==> src/bvm_pkg.sv <==
// Package for the battery voltage monitor: widths, constants, register and
// divider operation codes, and the controller/datapath command and status types.
// No dependencies.
`timescale 1ns / 1ps
`default_nettype none

package bvm_pkg;

  // Field widths
  localparam int RAW_W      = 12;
  localparam int MV_W       = 15;
  localparam int THR_W      = 16;
  localparam int RATIO_W    = 17;
  localparam int WIN_W      = 8;
  localparam int LEVEL_W    = 2;
  localparam int PROD_W     = 29;  // 12 x 17 bit product
  localparam int CFG_IDX_W  = 2;
  localparam int CFG_DATA_W = 17;

  // Divider: divisor width and digit counts of the constant divisions (radix 4)
  localparam int DIV_VW      = 14;
  localparam int PIN_DIGITS  = 12; // dividend below 2^24
  localparam int BATT_DIGITS = 15; // dividend below 2^30

  // Scaling constants
  localparam int unsigned PIN_FULL_MV    = 3300;
  localparam int unsigned ADC_FULL_CODE  = 4095;
  localparam int unsigned RATIO_SCALE    = 10000;
  localparam int unsigned BATT_CEIL_MV   = 30000;
  localparam int unsigned DEFAULT_WINDOW = 8;
  localparam int MAX_WINDOW_DEFAULT      = 32;

  // Register reset values
  localparam logic [RATIO_W-1:0] RATIO_RESET  = 17'd20000;
  localparam logic [THR_W-1:0]   LOW_RESET    = 16'd3500;
  localparam logic [THR_W-1:0]   CRIT_RESET   = 16'd3300;
  localparam logic [WIN_W-1:0]   WINDOW_RESET = 8'd8;

  // Register indexes
  localparam logic [CFG_IDX_W-1:0] CFG_RATIO  = 2'd0;
  localparam logic [CFG_IDX_W-1:0] CFG_LOW    = 2'd1;
  localparam logic [CFG_IDX_W-1:0] CFG_CRIT   = 2'd2;
  localparam logic [CFG_IDX_W-1:0] CFG_WINDOW = 2'd3;

  // Battery level codes
  localparam logic [LEVEL_W-1:0] LEVEL_NORMAL = 2'd0;
  localparam logic [LEVEL_W-1:0] LEVEL_LOW    = 2'd1;
  localparam logic [LEVEL_W-1:0] LEVEL_CRIT   = 2'd2;

  // Divider operation select
  localparam logic [1:0] DIV_PIN  = 2'd0;
  localparam logic [1:0] DIV_BATT = 2'd1;
  localparam logic [1:0] DIV_AVG  = 2'd2;

  typedef struct packed {
    logic       capture;    // take the input item
    logic       mul_en;     // load product register
    logic       mul_batt;   // 0: raw*3300, 1: pin_mv*ratio
    logic       div_start;  // start the divider
    logic [1:0] div_op;     // which division
    logic       accumulate; // update running sum and count
    logic       commit;     // update state and output register
  } bvm_cmd_t;

  typedef struct packed {
    logic conv_ok;   // captured conversion flag
    logic div_busy;  // divider iterating
    logic out_free;  // output register can take a result
  } bvm_stat_t;

endpackage

`default_nettype wire

==> src/bvm_ifs.sv <==
// Channel interfaces of the battery voltage monitor: sample input, result
// output and configuration write. Depends on bvm_pkg.
`timescale 1ns / 1ps
`default_nettype none

interface bvm_in_if;
  logic                      valid;
  logic                      ready;
  logic                      conversion_ok;
  logic [bvm_pkg::RAW_W-1:0] raw_sample;
  modport source (output valid, conversion_ok, raw_sample, input ready);
  modport sink   (input valid, conversion_ok, raw_sample, output ready);
endinterface

interface bvm_out_if;
  logic                        valid;
  logic                        ready;
  logic                        status;
  logic                        reading_valid;
  logic [bvm_pkg::RAW_W-1:0]   last_raw;
  logic [bvm_pkg::MV_W-1:0]    average_mv;
  logic [bvm_pkg::LEVEL_W-1:0] level;
  modport source (output valid, status, reading_valid, last_raw, average_mv, level,
                  input ready);
  modport sink   (input valid, status, reading_valid, last_raw, average_mv, level,
                  output ready);
endinterface

interface bvm_cfg_if;
  logic                           valid;
  logic                           ready;
  logic [bvm_pkg::CFG_IDX_W-1:0]  index;
  logic [bvm_pkg::CFG_DATA_W-1:0] data;
  modport source (output valid, index, data, input ready);
  modport sink   (input valid, index, data, output ready);
endinterface

`default_nettype wire

==> src/battery_voltage_monitor.sv <==
// Top level of the battery voltage monitor: controller plus datapath.
// Depends on bvm_pkg, bvm_ifs, bvm_ctrl and bvm_datapath.
//
// Usage:
//   sample : one ADC conversion per item (conversion_ok, raw_sample).
//   result : one item per sample (status, reading_valid, last_raw,
//            average_mv, level), held in an output register.
//   cfg    : register writes (index 0 ratio, 1 low, 2 critical, 3 window);
//            always ready, write only while no sample is in flight.
// Flow: a good sample is accepted, then passes two multiplies and three
//   radix-4 divisions of 12, 15 and ceil(sum width / 2) digits on one
//   shared divider before it reaches the output register; a failed
//   conversion goes to the commit after the first multiply. One sample
//   is worked on at a time: a new one is taken after the last commit.
// Stall: while a result waits in the output register, the next sample is
//   still accepted and computed; it waits in the final step until the
//   register frees up.
// Reset: synchronous rst restores register defaults and clears the average,
//   count, sum and held reading; the block is ready the cycle after.
`timescale 1ns / 1ps
`default_nettype none

module battery_voltage_monitor #(
  parameter int MAX_WINDOW = bvm_pkg::MAX_WINDOW_DEFAULT
) (
  input wire logic  clk,
  input wire logic  rst,
  bvm_in_if.sink    sample,
  bvm_out_if.source result,
  bvm_cfg_if.sink   cfg
);

  bvm_pkg::bvm_cmd_t  cmd;
  bvm_pkg::bvm_stat_t stat;

  assign cfg.ready = 1'b1;

  bvm_ctrl u_ctrl (
    .clk      (clk),
    .rst      (rst),
    .in_valid (sample.valid),
    .in_ready (sample.ready),
    .stat     (stat),
    .cmd      (cmd)
  );

  bvm_datapath #(.MAX_WINDOW(MAX_WINDOW)) u_dp (
    .clk               (clk),
    .rst               (rst),
    .cmd               (cmd),
    .stat              (stat),
    .conversion_ok     (sample.conversion_ok),
    .raw_sample        (sample.raw_sample),
    .cfg_valid         (cfg.valid),
    .cfg_index         (cfg.index),
    .cfg_data          (cfg.data),
    .out_ready         (result.ready),
    .out_valid         (result.valid),
    .out_status        (result.status),
    .out_reading_valid (result.reading_valid),
    .out_last_raw      (result.last_raw),
    .out_average_mv    (result.average_mv),
    .out_level         (result.level)
  );

  // Only one sample in flight
  assert property (@(posedge clk) disable iff (rst)
    sample.valid && sample.ready |=> !sample.ready)
    else $error("sample accepted while another is in flight");

  // Divider is idle whenever a new sample may enter
  assert property (@(posedge clk) disable iff (rst)
    sample.ready |-> !stat.div_busy)
    else $error("divider busy while idle");

  // A commit always leaves a result in the output register
  assert property (@(posedge clk) disable iff (rst)
    cmd.commit |=> result.valid)
    else $error("committed result not presented");

  // Commit only when the output register has room
  assert property (@(posedge clk) disable iff (rst)
    cmd.commit |-> (!result.valid || result.ready))
    else $error("result overwritten before it was taken");

endmodule

`default_nettype wire

==> src/bvm_div.sv <==
// Radix-4 restoring divider, two quotient bits per cycle.
// Depends on nothing; used by bvm_datapath.
`timescale 1ns / 1ps
`default_nettype none

module bvm_div #(
  parameter int DW = 30,  // dividend width, even
  parameter int VW = 14,  // divisor width
  parameter int NW = 4    // digit counter width
) (
  input  wire logic          clk,
  input  wire logic          rst,
  input  wire logic          start,
  input  wire logic [DW-1:0] dividend,
  input  wire logic [VW-1:0] divisor,
  input  wire logic [NW-1:0] digits,
  output logic               busy,
  output logic [DW-1:0]      quotient
);

  logic [DW-1:0] q;
  logic [VW-1:0] rem;
  logic [VW-1:0] dvs;
  logic [VW+1:0] dvs3;
  logic [NW-1:0] cnt;
  logic [VW+1:0] trial;
  logic [VW+1:0] dvs1;
  logic [VW+1:0] dvs2;
  logic [VW+1:0] diff;
  logic [1:0]    digit;
  logic [NW:0]   shamt;
  logic [DW-1:0] aligned;

  // Left-align the dividend so exactly 'digits' steps consume it
  always_comb begin
    shamt   = (NW+1)'(DW) - {digits, 1'b0};
    aligned = dividend << shamt;
  end

  // One radix-4 digit: compare against 3d, 2d, d
  always_comb begin
    trial = {rem, q[DW-1 -: 2]};
    dvs1  = {2'b00, dvs};
    dvs2  = {1'b0, dvs, 1'b0};
    priority if (trial >= dvs3) begin
      digit = 2'd3;
      diff  = trial - dvs3;
    end else if (trial >= dvs2) begin
      digit = 2'd2;
      diff  = trial - dvs2;
    end else if (trial >= dvs1) begin
      digit = 2'd1;
      diff  = trial - dvs1;
    end else begin
      digit = 2'd0;
      diff  = trial;
    end
  end

  // Step counter
  always_ff @(posedge clk) begin
    if (rst) begin
      busy <= 1'b0;
      cnt  <= '0;
    end else if (start) begin
      busy <= 1'b1;
      cnt  <= digits;
    end else if (busy) begin
      cnt  <= cnt - NW'(1);
      busy <= (cnt != NW'(1));
    end
  end

  // Partial remainder and quotient shift register
  always_ff @(posedge clk) begin
    if (start) begin
      q    <= aligned;
      rem  <= '0;
      dvs  <= divisor;
      dvs3 <= {1'b0, divisor, 1'b0} + {2'b00, divisor};
    end else if (busy) begin
      q    <= {q[DW-3:0], digit};
      rem  <= diff[VW-1:0];
    end
  end

  assign quotient = q;

endmodule

`default_nettype wire

==> src/bvm_datapath.sv <==
// Datapath: configuration registers, multiplier, shared divider, running
// average state, level classification and output register.
// Depends on bvm_pkg and bvm_div.
`timescale 1ns / 1ps
`default_nettype none

module bvm_datapath #(
  parameter int MAX_WINDOW = bvm_pkg::MAX_WINDOW_DEFAULT
) (
  input  wire logic                           clk,
  input  wire logic                           rst,
  input  wire bvm_pkg::bvm_cmd_t              cmd,
  output bvm_pkg::bvm_stat_t                  stat,
  input  wire logic                           conversion_ok,
  input  wire logic [bvm_pkg::RAW_W-1:0]      raw_sample,
  input  wire logic                           cfg_valid,
  input  wire logic [bvm_pkg::CFG_IDX_W-1:0]  cfg_index,
  input  wire logic [bvm_pkg::CFG_DATA_W-1:0] cfg_data,
  input  wire logic                           out_ready,
  output logic                                out_valid,
  output logic                                out_status,
  output logic                                out_reading_valid,
  output logic [bvm_pkg::RAW_W-1:0]           out_last_raw,
  output logic [bvm_pkg::MV_W-1:0]            out_average_mv,
  output logic [bvm_pkg::LEVEL_W-1:0]         out_level
);

  localparam int CntMax    = (MAX_WINDOW > int'(bvm_pkg::DEFAULT_WINDOW)) ?
                             MAX_WINDOW : int'(bvm_pkg::DEFAULT_WINDOW);
  localparam int CW        = $clog2(CntMax + 1);
  localparam int SumW      = $clog2((int'(bvm_pkg::BATT_CEIL_MV) + 1) * (CntMax + 1) + 1);
  localparam int AvgDigits = (SumW + 1) / 2;
  localparam int MaxDigits = (AvgDigits > bvm_pkg::BATT_DIGITS) ?
                             AvgDigits : bvm_pkg::BATT_DIGITS;
  localparam int DW        = 2 * MaxDigits;
  localparam int NW        = $clog2(MaxDigits + 1);
  localparam int VW        = bvm_pkg::DIV_VW;
  localparam int RW        = bvm_pkg::RAW_W;
  localparam int MW        = bvm_pkg::MV_W;

  // Configuration
  logic [bvm_pkg::RATIO_W-1:0] ratio;
  logic [bvm_pkg::THR_W-1:0]   low_thr;
  logic [bvm_pkg::THR_W-1:0]   crit_thr;
  logic [bvm_pkg::WIN_W-1:0]   avg_window;

  // Held state
  logic [SumW-1:0]              running_sum;
  logic [CW-1:0]                sample_count;
  logic [MW-1:0]                average_value;
  logic [RW-1:0]                raw_value;
  logic                         valid_flag;
  logic [bvm_pkg::LEVEL_W-1:0]  level_value;

  // Working registers
  logic                         conv_ok;
  logic [RW-1:0]                raw_in;
  logic [bvm_pkg::PROD_W-1:0]   product;

  // Divider hookup
  logic [DW-1:0] div_dividend;
  logic [VW-1:0] div_divisor;
  logic [NW-1:0] div_digits;
  logic          div_busy;
  logic [DW-1:0] div_q;

  logic [bvm_pkg::WIN_W-1:0]   win_eff;
  logic [MW-1:0]               batt_mv;
  logic [SumW:0]               sum_add;
  logic [CW-1:0]               count_div;
  logic [MW-1:0]               avg_new;
  logic [bvm_pkg::LEVEL_W-1:0] level_new;

  // Register writes
  always_ff @(posedge clk) begin
    if (rst) begin
      ratio      <= bvm_pkg::RATIO_RESET;
      low_thr    <= bvm_pkg::LOW_RESET;
      crit_thr   <= bvm_pkg::CRIT_RESET;
      avg_window <= bvm_pkg::WINDOW_RESET;
    end else if (cfg_valid) begin
      unique case (cfg_index)
        bvm_pkg::CFG_RATIO:  ratio      <= cfg_data[bvm_pkg::RATIO_W-1:0];
        bvm_pkg::CFG_LOW:    low_thr    <= cfg_data[bvm_pkg::THR_W-1:0];
        bvm_pkg::CFG_CRIT:   crit_thr   <= cfg_data[bvm_pkg::THR_W-1:0];
        bvm_pkg::CFG_WINDOW: avg_window <= cfg_data[bvm_pkg::WIN_W-1:0];
      endcase
    end
  end

  // Input capture
  always_ff @(posedge clk) begin
    if (cmd.capture) begin
      conv_ok <= conversion_ok;
      raw_in  <= raw_sample;
    end
  end

  // Shared multiplier: raw*3300 or pin_mv*ratio
  always_ff @(posedge clk) begin
    if (cmd.mul_en) begin
      if (cmd.mul_batt) begin
        product <= bvm_pkg::PROD_W'(div_q[RW-1:0]) * bvm_pkg::PROD_W'(ratio);
      end else begin
        product <= bvm_pkg::PROD_W'(raw_in) * bvm_pkg::PROD_W'(bvm_pkg::PIN_FULL_MV);
      end
    end
  end

  // Divider operand select
  always_comb begin
    count_div = (sample_count == '0) ? CW'(1) : sample_count;
    unique case (cmd.div_op)
      bvm_pkg::DIV_PIN: begin
        div_dividend = DW'(product);
        div_divisor  = VW'(bvm_pkg::ADC_FULL_CODE);
        div_digits   = NW'(bvm_pkg::PIN_DIGITS);
      end
      bvm_pkg::DIV_BATT: begin
        div_dividend = DW'(product);
        div_divisor  = VW'(bvm_pkg::RATIO_SCALE);
        div_digits   = NW'(bvm_pkg::BATT_DIGITS);
      end
      bvm_pkg::DIV_AVG: begin
        div_dividend = DW'(running_sum);
        div_divisor  = VW'(count_div);
        div_digits   = NW'(AvgDigits);
      end
      default: begin
        div_dividend = DW'(product);
        div_divisor  = VW'(bvm_pkg::ADC_FULL_CODE);
        div_digits   = NW'(bvm_pkg::PIN_DIGITS);
      end
    endcase
  end

  bvm_div #(.DW(DW), .VW(VW), .NW(NW)) u_div (
    .clk      (clk),
    .rst      (rst),
    .start    (cmd.div_start),
    .dividend (div_dividend),
    .divisor  (div_divisor),
    .digits   (div_digits),
    .busy     (div_busy),
    .quotient (div_q)
  );

  // Saturated battery voltage, effective window, sum with the new sample
  always_comb begin
    batt_mv = (div_q > DW'(bvm_pkg::BATT_CEIL_MV)) ? MW'(bvm_pkg::BATT_CEIL_MV) :
                                                     div_q[MW-1:0];
    win_eff = (avg_window == '0 || avg_window > bvm_pkg::WIN_W'(MAX_WINDOW)) ?
              bvm_pkg::WIN_W'(bvm_pkg::DEFAULT_WINDOW) : avg_window;
    sum_add = (SumW+1)'(running_sum) + (SumW+1)'(batt_mv);
  end

  // Level of the new average; zero always reads normal
  always_comb begin
    avg_new = div_q[MW-1:0];
    priority if (avg_new == '0) begin
      level_new = bvm_pkg::LEVEL_NORMAL;
    end else if ({1'b0, avg_new} < crit_thr) begin
      level_new = bvm_pkg::LEVEL_CRIT;
    end else if ({1'b0, avg_new} < low_thr) begin
      level_new = bvm_pkg::LEVEL_LOW;
    end else begin
      level_new = bvm_pkg::LEVEL_NORMAL;
    end
  end

  // Running sum and count
  always_ff @(posedge clk) begin
    if (rst) begin
      running_sum  <= '0;
      sample_count <= '0;
    end else if (cmd.accumulate) begin
      if (bvm_pkg::WIN_W'(sample_count) < win_eff) begin
        sample_count <= sample_count + CW'(1);
        running_sum  <= sum_add[SumW-1:0];
      end else if (sum_add >= (SumW+1)'(average_value)) begin
        running_sum  <= SumW'(sum_add - (SumW+1)'(average_value));
      end else begin
        running_sum  <= '0;
      end
    end
  end

  // Held reading state
  always_ff @(posedge clk) begin
    if (rst) begin
      average_value <= '0;
      raw_value     <= '0;
      valid_flag    <= 1'b0;
      level_value   <= bvm_pkg::LEVEL_NORMAL;
    end else if (cmd.commit) begin
      valid_flag <= conv_ok;
      if (conv_ok) begin
        average_value <= avg_new;
        raw_value     <= raw_in;
        level_value   <= level_new;
      end
    end
  end

  // Output register
  always_ff @(posedge clk) begin
    if (rst) begin
      out_valid <= 1'b0;
    end else if (cmd.commit) begin
      out_valid <= 1'b1;
    end else if (out_ready) begin
      out_valid <= 1'b0;
    end
  end

  always_ff @(posedge clk) begin
    if (cmd.commit) begin
      out_status        <= ~conv_ok;
      out_last_raw      <= conv_ok ? raw_in    : raw_value;
      out_average_mv    <= conv_ok ? avg_new   : average_value;
      out_level         <= conv_ok ? level_new : level_value;
    end
  end

  // valid flag is updated at the same commit as the output register
  assign out_reading_valid = valid_flag;

  assign stat.conv_ok  = conv_ok;
  assign stat.div_busy = div_busy;
  assign stat.out_free = ~out_valid | out_ready;

endmodule

`default_nettype wire

==> src/bvm_ctrl.sv <==
// Controller: sequences capture, two multiplies, three divisions, the running
// sum update and the result commit. Depends on bvm_pkg.
`timescale 1ns / 1ps
`default_nettype none

module bvm_ctrl (
  input  wire logic               clk,
  input  wire logic               rst,
  input  wire logic               in_valid,
  output logic                    in_ready,
  input  wire bvm_pkg::bvm_stat_t stat,
  output bvm_pkg::bvm_cmd_t       cmd
);

  localparam logic [3:0] S_IDLE      = 4'd0;
  localparam logic [3:0] S_PIN_MUL   = 4'd1;
  localparam logic [3:0] S_PIN_DIV   = 4'd2;
  localparam logic [3:0] S_PIN_WAIT  = 4'd3;
  localparam logic [3:0] S_BATT_MUL  = 4'd4;
  localparam logic [3:0] S_BATT_DIV  = 4'd5;
  localparam logic [3:0] S_BATT_WAIT = 4'd6;
  localparam logic [3:0] S_ACC       = 4'd7;
  localparam logic [3:0] S_AVG_DIV   = 4'd8;
  localparam logic [3:0] S_AVG_WAIT  = 4'd9;
  localparam logic [3:0] S_DONE      = 4'd10;

  logic [3:0] state;
  logic [3:0] state_next;

  always_ff @(posedge clk) begin
    if (rst) begin
      state <= S_IDLE;
    end else begin
      state <= state_next;
    end
  end

  // Next state and commands
  always_comb begin
    state_next     = state;
    cmd            = '0;
    cmd.div_op     = bvm_pkg::DIV_PIN;
    in_ready       = 1'b0;
    unique case (state)
      S_IDLE: begin
        in_ready    = 1'b1;
        cmd.capture = in_valid;
        if (in_valid) state_next = S_PIN_MUL;
      end
      S_PIN_MUL: begin
        // failed conversion skips the rest of the arithmetic
        cmd.mul_en = 1'b1;
        state_next = stat.conv_ok ? S_PIN_DIV : S_DONE;
      end
      S_PIN_DIV: begin
        cmd.div_start = 1'b1;
        state_next    = S_PIN_WAIT;
      end
      S_PIN_WAIT: begin
        if (!stat.div_busy) state_next = S_BATT_MUL;
      end
      S_BATT_MUL: begin
        cmd.mul_en   = 1'b1;
        cmd.mul_batt = 1'b1;
        state_next   = S_BATT_DIV;
      end
      S_BATT_DIV: begin
        cmd.div_start = 1'b1;
        cmd.div_op    = bvm_pkg::DIV_BATT;
        state_next    = S_BATT_WAIT;
      end
      S_BATT_WAIT: begin
        if (!stat.div_busy) state_next = S_ACC;
      end
      S_ACC: begin
        cmd.accumulate = 1'b1;
        state_next     = S_AVG_DIV;
      end
      S_AVG_DIV: begin
        cmd.div_start = 1'b1;
        cmd.div_op    = bvm_pkg::DIV_AVG;
        state_next    = S_AVG_WAIT;
      end
      S_AVG_WAIT: begin
        if (!stat.div_busy) state_next = S_DONE;
      end
      S_DONE: begin
        // wait for room in the output register
        if (stat.out_free) begin
          cmd.commit = 1'b1;
          state_next = S_IDLE;
        end
      end
      default: begin
        state_next = S_IDLE;
      end
    endcase
  end

endmodule

`default_nettype wire
==> src/flat_wrapper.sv <==
// flat-port wrapper written by rule: the top's interface ports become plain ports
module battery_voltage_monitor_flat 
#(
  parameter int MAX_WINDOW = bvm_pkg::MAX_WINDOW_DEFAULT
)
  (clk, rst, sample_valid, sample_conversion_ok, sample_raw_sample, sample_ready, result_valid, result_status, result_reading_valid, result_last_raw, result_average_mv, result_level, result_ready, cfg_valid, cfg_index, cfg_data, cfg_ready);
  bvm_in_if sample_i ();
  bvm_out_if result_i ();
  bvm_cfg_if cfg_i ();
  input wire logic clk;
  input wire logic rst;
  input wire logic [$bits(sample_i.valid)-1:0] sample_valid;
  input wire logic [$bits(sample_i.conversion_ok)-1:0] sample_conversion_ok;
  input wire logic [$bits(sample_i.raw_sample)-1:0] sample_raw_sample;
  output wire logic [$bits(sample_i.ready)-1:0] sample_ready;
  output wire logic [$bits(result_i.valid)-1:0] result_valid;
  output wire logic [$bits(result_i.status)-1:0] result_status;
  output wire logic [$bits(result_i.reading_valid)-1:0] result_reading_valid;
  output wire logic [$bits(result_i.last_raw)-1:0] result_last_raw;
  output wire logic [$bits(result_i.average_mv)-1:0] result_average_mv;
  output wire logic [$bits(result_i.level)-1:0] result_level;
  input wire logic [$bits(result_i.ready)-1:0] result_ready;
  input wire logic [$bits(cfg_i.valid)-1:0] cfg_valid;
  input wire logic [$bits(cfg_i.index)-1:0] cfg_index;
  input wire logic [$bits(cfg_i.data)-1:0] cfg_data;
  output wire logic [$bits(cfg_i.ready)-1:0] cfg_ready;
  assign sample_i.valid = sample_valid;
  assign sample_i.conversion_ok = sample_conversion_ok;
  assign sample_i.raw_sample = sample_raw_sample;
  assign sample_ready = sample_i.ready;
  assign result_valid = result_i.valid;
  assign result_status = result_i.status;
  assign result_reading_valid = result_i.reading_valid;
  assign result_last_raw = result_i.last_raw;
  assign result_average_mv = result_i.average_mv;
  assign result_level = result_i.level;
  assign result_i.ready = result_ready;
  assign cfg_i.valid = cfg_valid;
  assign cfg_i.index = cfg_index;
  assign cfg_i.data = cfg_data;
  assign cfg_ready = cfg_i.ready;
  battery_voltage_monitor #(.MAX_WINDOW(MAX_WINDOW)) u_core (.clk(clk), .rst(rst), .sample(sample_i), .result(result_i), .cfg(cfg_i));
endmodule
==> config.mk <==
export PLATFORM = sky130hd
export DESIGN_NAME = battery_voltage_monitor_flat
export DESIGN_NICKNAME = d
export VERILOG_FILES = /design/src/bvm_pkg.sv /design/src/bvm_ifs.sv /design/src/battery_voltage_monitor.sv /design/src/bvm_div.sv /design/src/bvm_datapath.sv /design/src/bvm_ctrl.sv /design/src/flat_wrapper.sv
export SDC_FILE = /design/constraint.sdc
export NUM_CORES = 1
export LEC_CHECK = 0
export ABC_AREA = 1
export ABC_CLOCK_PERIOD_IN_PS = 6070
export BUFFER_PORTS_ARGS = -buffer_cell sky130_fd_sc_hd__buf_2
export CORE_MARGIN = 2
export CORE_UTILIZATION = 48
export DETAILED_ROUTE_END_ITERATION = 8
export PLACE_DENSITY = 0.65
export SYNTH_ARGS = -nofsm -noshare
export SYNTH_HDL_FRONTEND = slang
export SYNTH_SLANG_ARGS = --single-unit
export TNS_END_PERCENT = 30
==> constraint.sdc <==
create_clock -name clk -period 6.07 [get_ports clk]
set_input_delay 0.607 -clock clk [delete_from_list [all_inputs] [get_ports clk]]
set_output_delay 0.607 -clock clk [all_outputs]
set_load 0.01 [all_outputs]
==> impl_metrics.csv <==
group,metric,value,unit
run_status,status,"completed",
logic_synthesis,synthXorXnorAreaFrac,0.0260,
setup_path,worstPathMaxFanout,12,
cts,clk_latency,0.58,ns
logic_synthesis,synth-seq-area-share,0.257,
cts,cts_resized,0,
cells_and_area,layout_commonest_cell,"nand2_1",
sta,setup_violations,0,
logic_synthesis,synth_area,24600,um2
logic_synthesis,synth_fa_ha_area_frac,0.279,
sta,hold_viol,0,
cells_and_area,drive_gt1_frac,0.0659,
global_route,grt_use_total,0.271,
global_route,busiest_layer,"met2",
sta,relSlewSlack,0.234,
logic_synthesis,async_flop_share,0,
logic_synthesis,netlist_instances,3198,
logic_synthesis,synth_top_family_by_area,"adder cells",
global_route,global_route.usage.met3,0.0270,
floorplanning,die_area,53000,um2
logic_synthesis,synth_seq_cells,256,
logic_synthesis,synth.largest_area_cell,"fa_1",
drt,ant_nets,0,
logic_synthesis,yosysTopAreaCellShare,0.152,
placement,io_buffer_count,69,
drt,drc,0,
sta,worst_pin_slew,1.14,ns
drt,num_vias,21824,
cts,htree_levels,1,
drt,wl_per_cell,18.2,um
cells_and_area,syn2layout_area_growth,8.82,%
sta,min_period_over_period,0.936,
logic_synthesis,synth_top_flop_cell,"dfxtp_1",
global_route,grt_overflow_total,0,
sta,period_needed,5.68,ns
cts,clk_path_buf_depth,3,
cts,clk_pin_slew,0.06,ns
setup_path,slowest_stage,"edfxtp_1",
placement,dp_slack,0.278,ns
logic_synthesis,yosys_warnings,0,
logic_synthesis,netlist_top_cells_area,"fa_1, edfxtp_1, ha_1",
cts,cts_tree,"yes",
logic_synthesis,yosys-mux-area-fraction,0.000814,
sta,setup_tns,0,ns
worst_hold_path,hold_path_class,"input port to register",
sta,fin_skew,0.0161,ns
setup_path,cp.arrival,6.01,ns
logic_synthesis,avgSynthCellArea,7.69,um2
setup_path,path_cells,"nand2_1 -> fa_1 -> fa_1 -> inv_1 -> fa_1 -> inv_1 -> fa_1 -> inv_1 -> fa_1 -> ha_1 -> a21oi_1 -> o21ai_0 -> nand2_1 -> nand2_1 -> a21oi_1 -> inv_1 -> a21oi_1 -> o21ai_0 -> nand2_1 -> o211ai_1 -> nor2_1 -> nor2_1",
setup_path,crit_path_max_incr_delay,0.76,ns
logic_synthesis,synth_edf_count,119,
global_route,grt_pass1_wl,115000,um
cts,cts_inserted_buffers,30,
sta,fmax,0.176,GHz
global_route,grt_start_max_net_pins,79,
setup_path,start_kind,"register",
cts,cts_root_buf,"clkbuf_16",
drt,via_per_inst,5.54,
global_route,use_met1,0.371,
logic_synthesis,syn_nets,3672,
global_route,grt_pass1_vias,21472,
drt,postRouteWirelength,71700,um
drt,drt_iter0_markers,2028,
cts,postCtsSetupRepairBufs,0,
job,maxCapViolCount,0,
cells_and_area,fill_cells,4821,
floorplanning,die_h,230,um
logic_synthesis,synthSimpleGateAreaFrac,0.179,
cells_and_area,multi_input_area,15600,um2
floorplanning,ios,71,
cells_and_area,nNetsFinal,3713,
floorplanning,initial_utilization,0.488,
logic_synthesis,synth_compound_area_frac,0.150,
cells_and_area,final_cell_mix,"nand2_1, inv_1, o21ai_0",
sta,maxSlewViolCount,0,
setup_path,worstPathRequired,6.40,ns
global_route,met2_usage,0.457,
setup_path,worst_setup_path_end_kind,"register",
setup_path,path_buf_inv,4,
cts,postCtsHoldBufs,0,
floorplanning,core,50400,um2
global_route,antenna_found_initial,2,
placement,gp_congestion,0.962,
sta,layout_setup_ws,0.389,ns
placement,dp_hpwl,56400,um
sta,rsz0062_at_grt,"false",
setup_path,path_common_cell,"fa_1",
setup_path,cpLargestDelayFamily,"adder cells",
cells_and_area,seq_area,6320,um2
floorplanning,floorplan.rows,82,
drt,dr.pass1.iters,6,
setup_path,crit_type,"register to register",
floorplanning,die_width,230,um
logic_synthesis,synthDistinctLibCells,59,
cts,cts_sinks,256,
-- cell type report --
type | instances | share of cell area
flip-flops and latches | 256 | 0.236
clock buffers | 41 | 0.0311
clock inverters | 15 | 0.00608
inverters | 579 | 0.0812
repair buffers | 126 | 0.0298
diodes | 1 | 0.0000935
well taps | 672 | 0.0314
multi-input cells | 2246 | 0.584
-- per-layer routing --
metal | up-vias | routed length (um) | part of all wire
met2 | 641 | 34200 | 0.48
met3 | 113 | 4390 | 0.061
met4 | 4 | 1780 | 0.025
met1 | 10601 | 31300 | 0.44
li1 | 10465 | - | -
met5 | - | 27 | 0.00038
-- flip-flops by register name, summed over array words and instances, names as in the netlist, 6 cells and up --
signal,count
u_core.u_dp.out_average_mv,15
u_core.u_dp.avg_window,8
u_core.u_dp.average_value,15
u_core.u_dp.u_div.dvs,6
u_core.u_dp.u_div.rem,14
u_core.u_dp.ratio,17
u_core.u_dp.raw_in,12
u_core.u_dp.crit_thr,16
u_core.u_dp.running_sum,20
u_core.u_dp.sample_count,6
u_core.u_dp.u_div.dvs3,11
u_core.u_dp.product,29
u_core.u_dp.low_thr,16
u_core.u_dp.u_div.quotient,30
u_core.u_dp.raw_value,12
u_core.u_dp.out_last_raw,12
-- metrics by stage --
stage | area (um2) | hold slack (ns) | utilization | instances
floorplan | 24600 | 0.424 | - | 3198
global placement | 25700 | 0.433 | 0.510 | 3873
detailed placement | 25700 | 0.439 | 0.510 | 3873
CTS | 26700 | 0.184 | 0.530 | 3929
global route | 26800 | 0.192 | 0.531 | 3935
finish | 26800 | 0.208 | 0.531 | 3936
-- synth_stat cells, types with 8 or more instances --
cell type,count
nand3_1,102
buf_1,14
nor3_1,26
o211ai_1,26
o21bai_1,9
nor2_1,163
nand2_2,8
buf_2,12
xnor2_1,25
inv_1,566
fa_1,187
inv_2,10
nand4_1,22
a21oi_1,249
edfxtp_1,119
nand2_1,702
nor4_1,9
dfxtp_1,137
a31oi_1,27
o22ai_1,16
xor2_1,48
o21ai_1,14
o221ai_1,16
ha_1,250
o21ai_0,263
clkbuf_1,85
-- final timing paths --
path                                           startpoint                               endpoint  slack (ns)  cells past startpoint
setup reg to reg  u_core.u_dp.u_div.quotient[3]$_DFFE_PP_  u_core.u_dp.product[26]$_SDFFCE_PN0P_        0.39                     22
hold / removal                       sample_raw_sample[5]        u_core.u_dp.raw_in[5]$_DFFE_PP_        0.21                      1
setup / recovery  u_core.u_dp.u_div.quotient[3]$_DFFE_PP_  u_core.u_dp.product[26]$_SDFFCE_PN0P_        0.39                     22
hold reg to reg     u_core.u_dp.raw_value[1]$_SDFFE_PP0P_  u_core.u_dp.raw_value[1]$_SDFFE_PP0P_        0.45                      2
-- cell families (layout without fill, tap and decap cells) --
kind of cell	Yosys count	count (layout)
AOI/OAI and AO/OA	667	667
buffers and inverters	696	761
xor gates and xnor gates	73	73
and+or+nand+nor	1066	1066
muxes	2	2
other	1	2
DFF	256	256
adders and majority gates	437	437
Power is not shown: default switching activity piles up to over one toggle a cycle in this logic, so the estimate is an artifact.
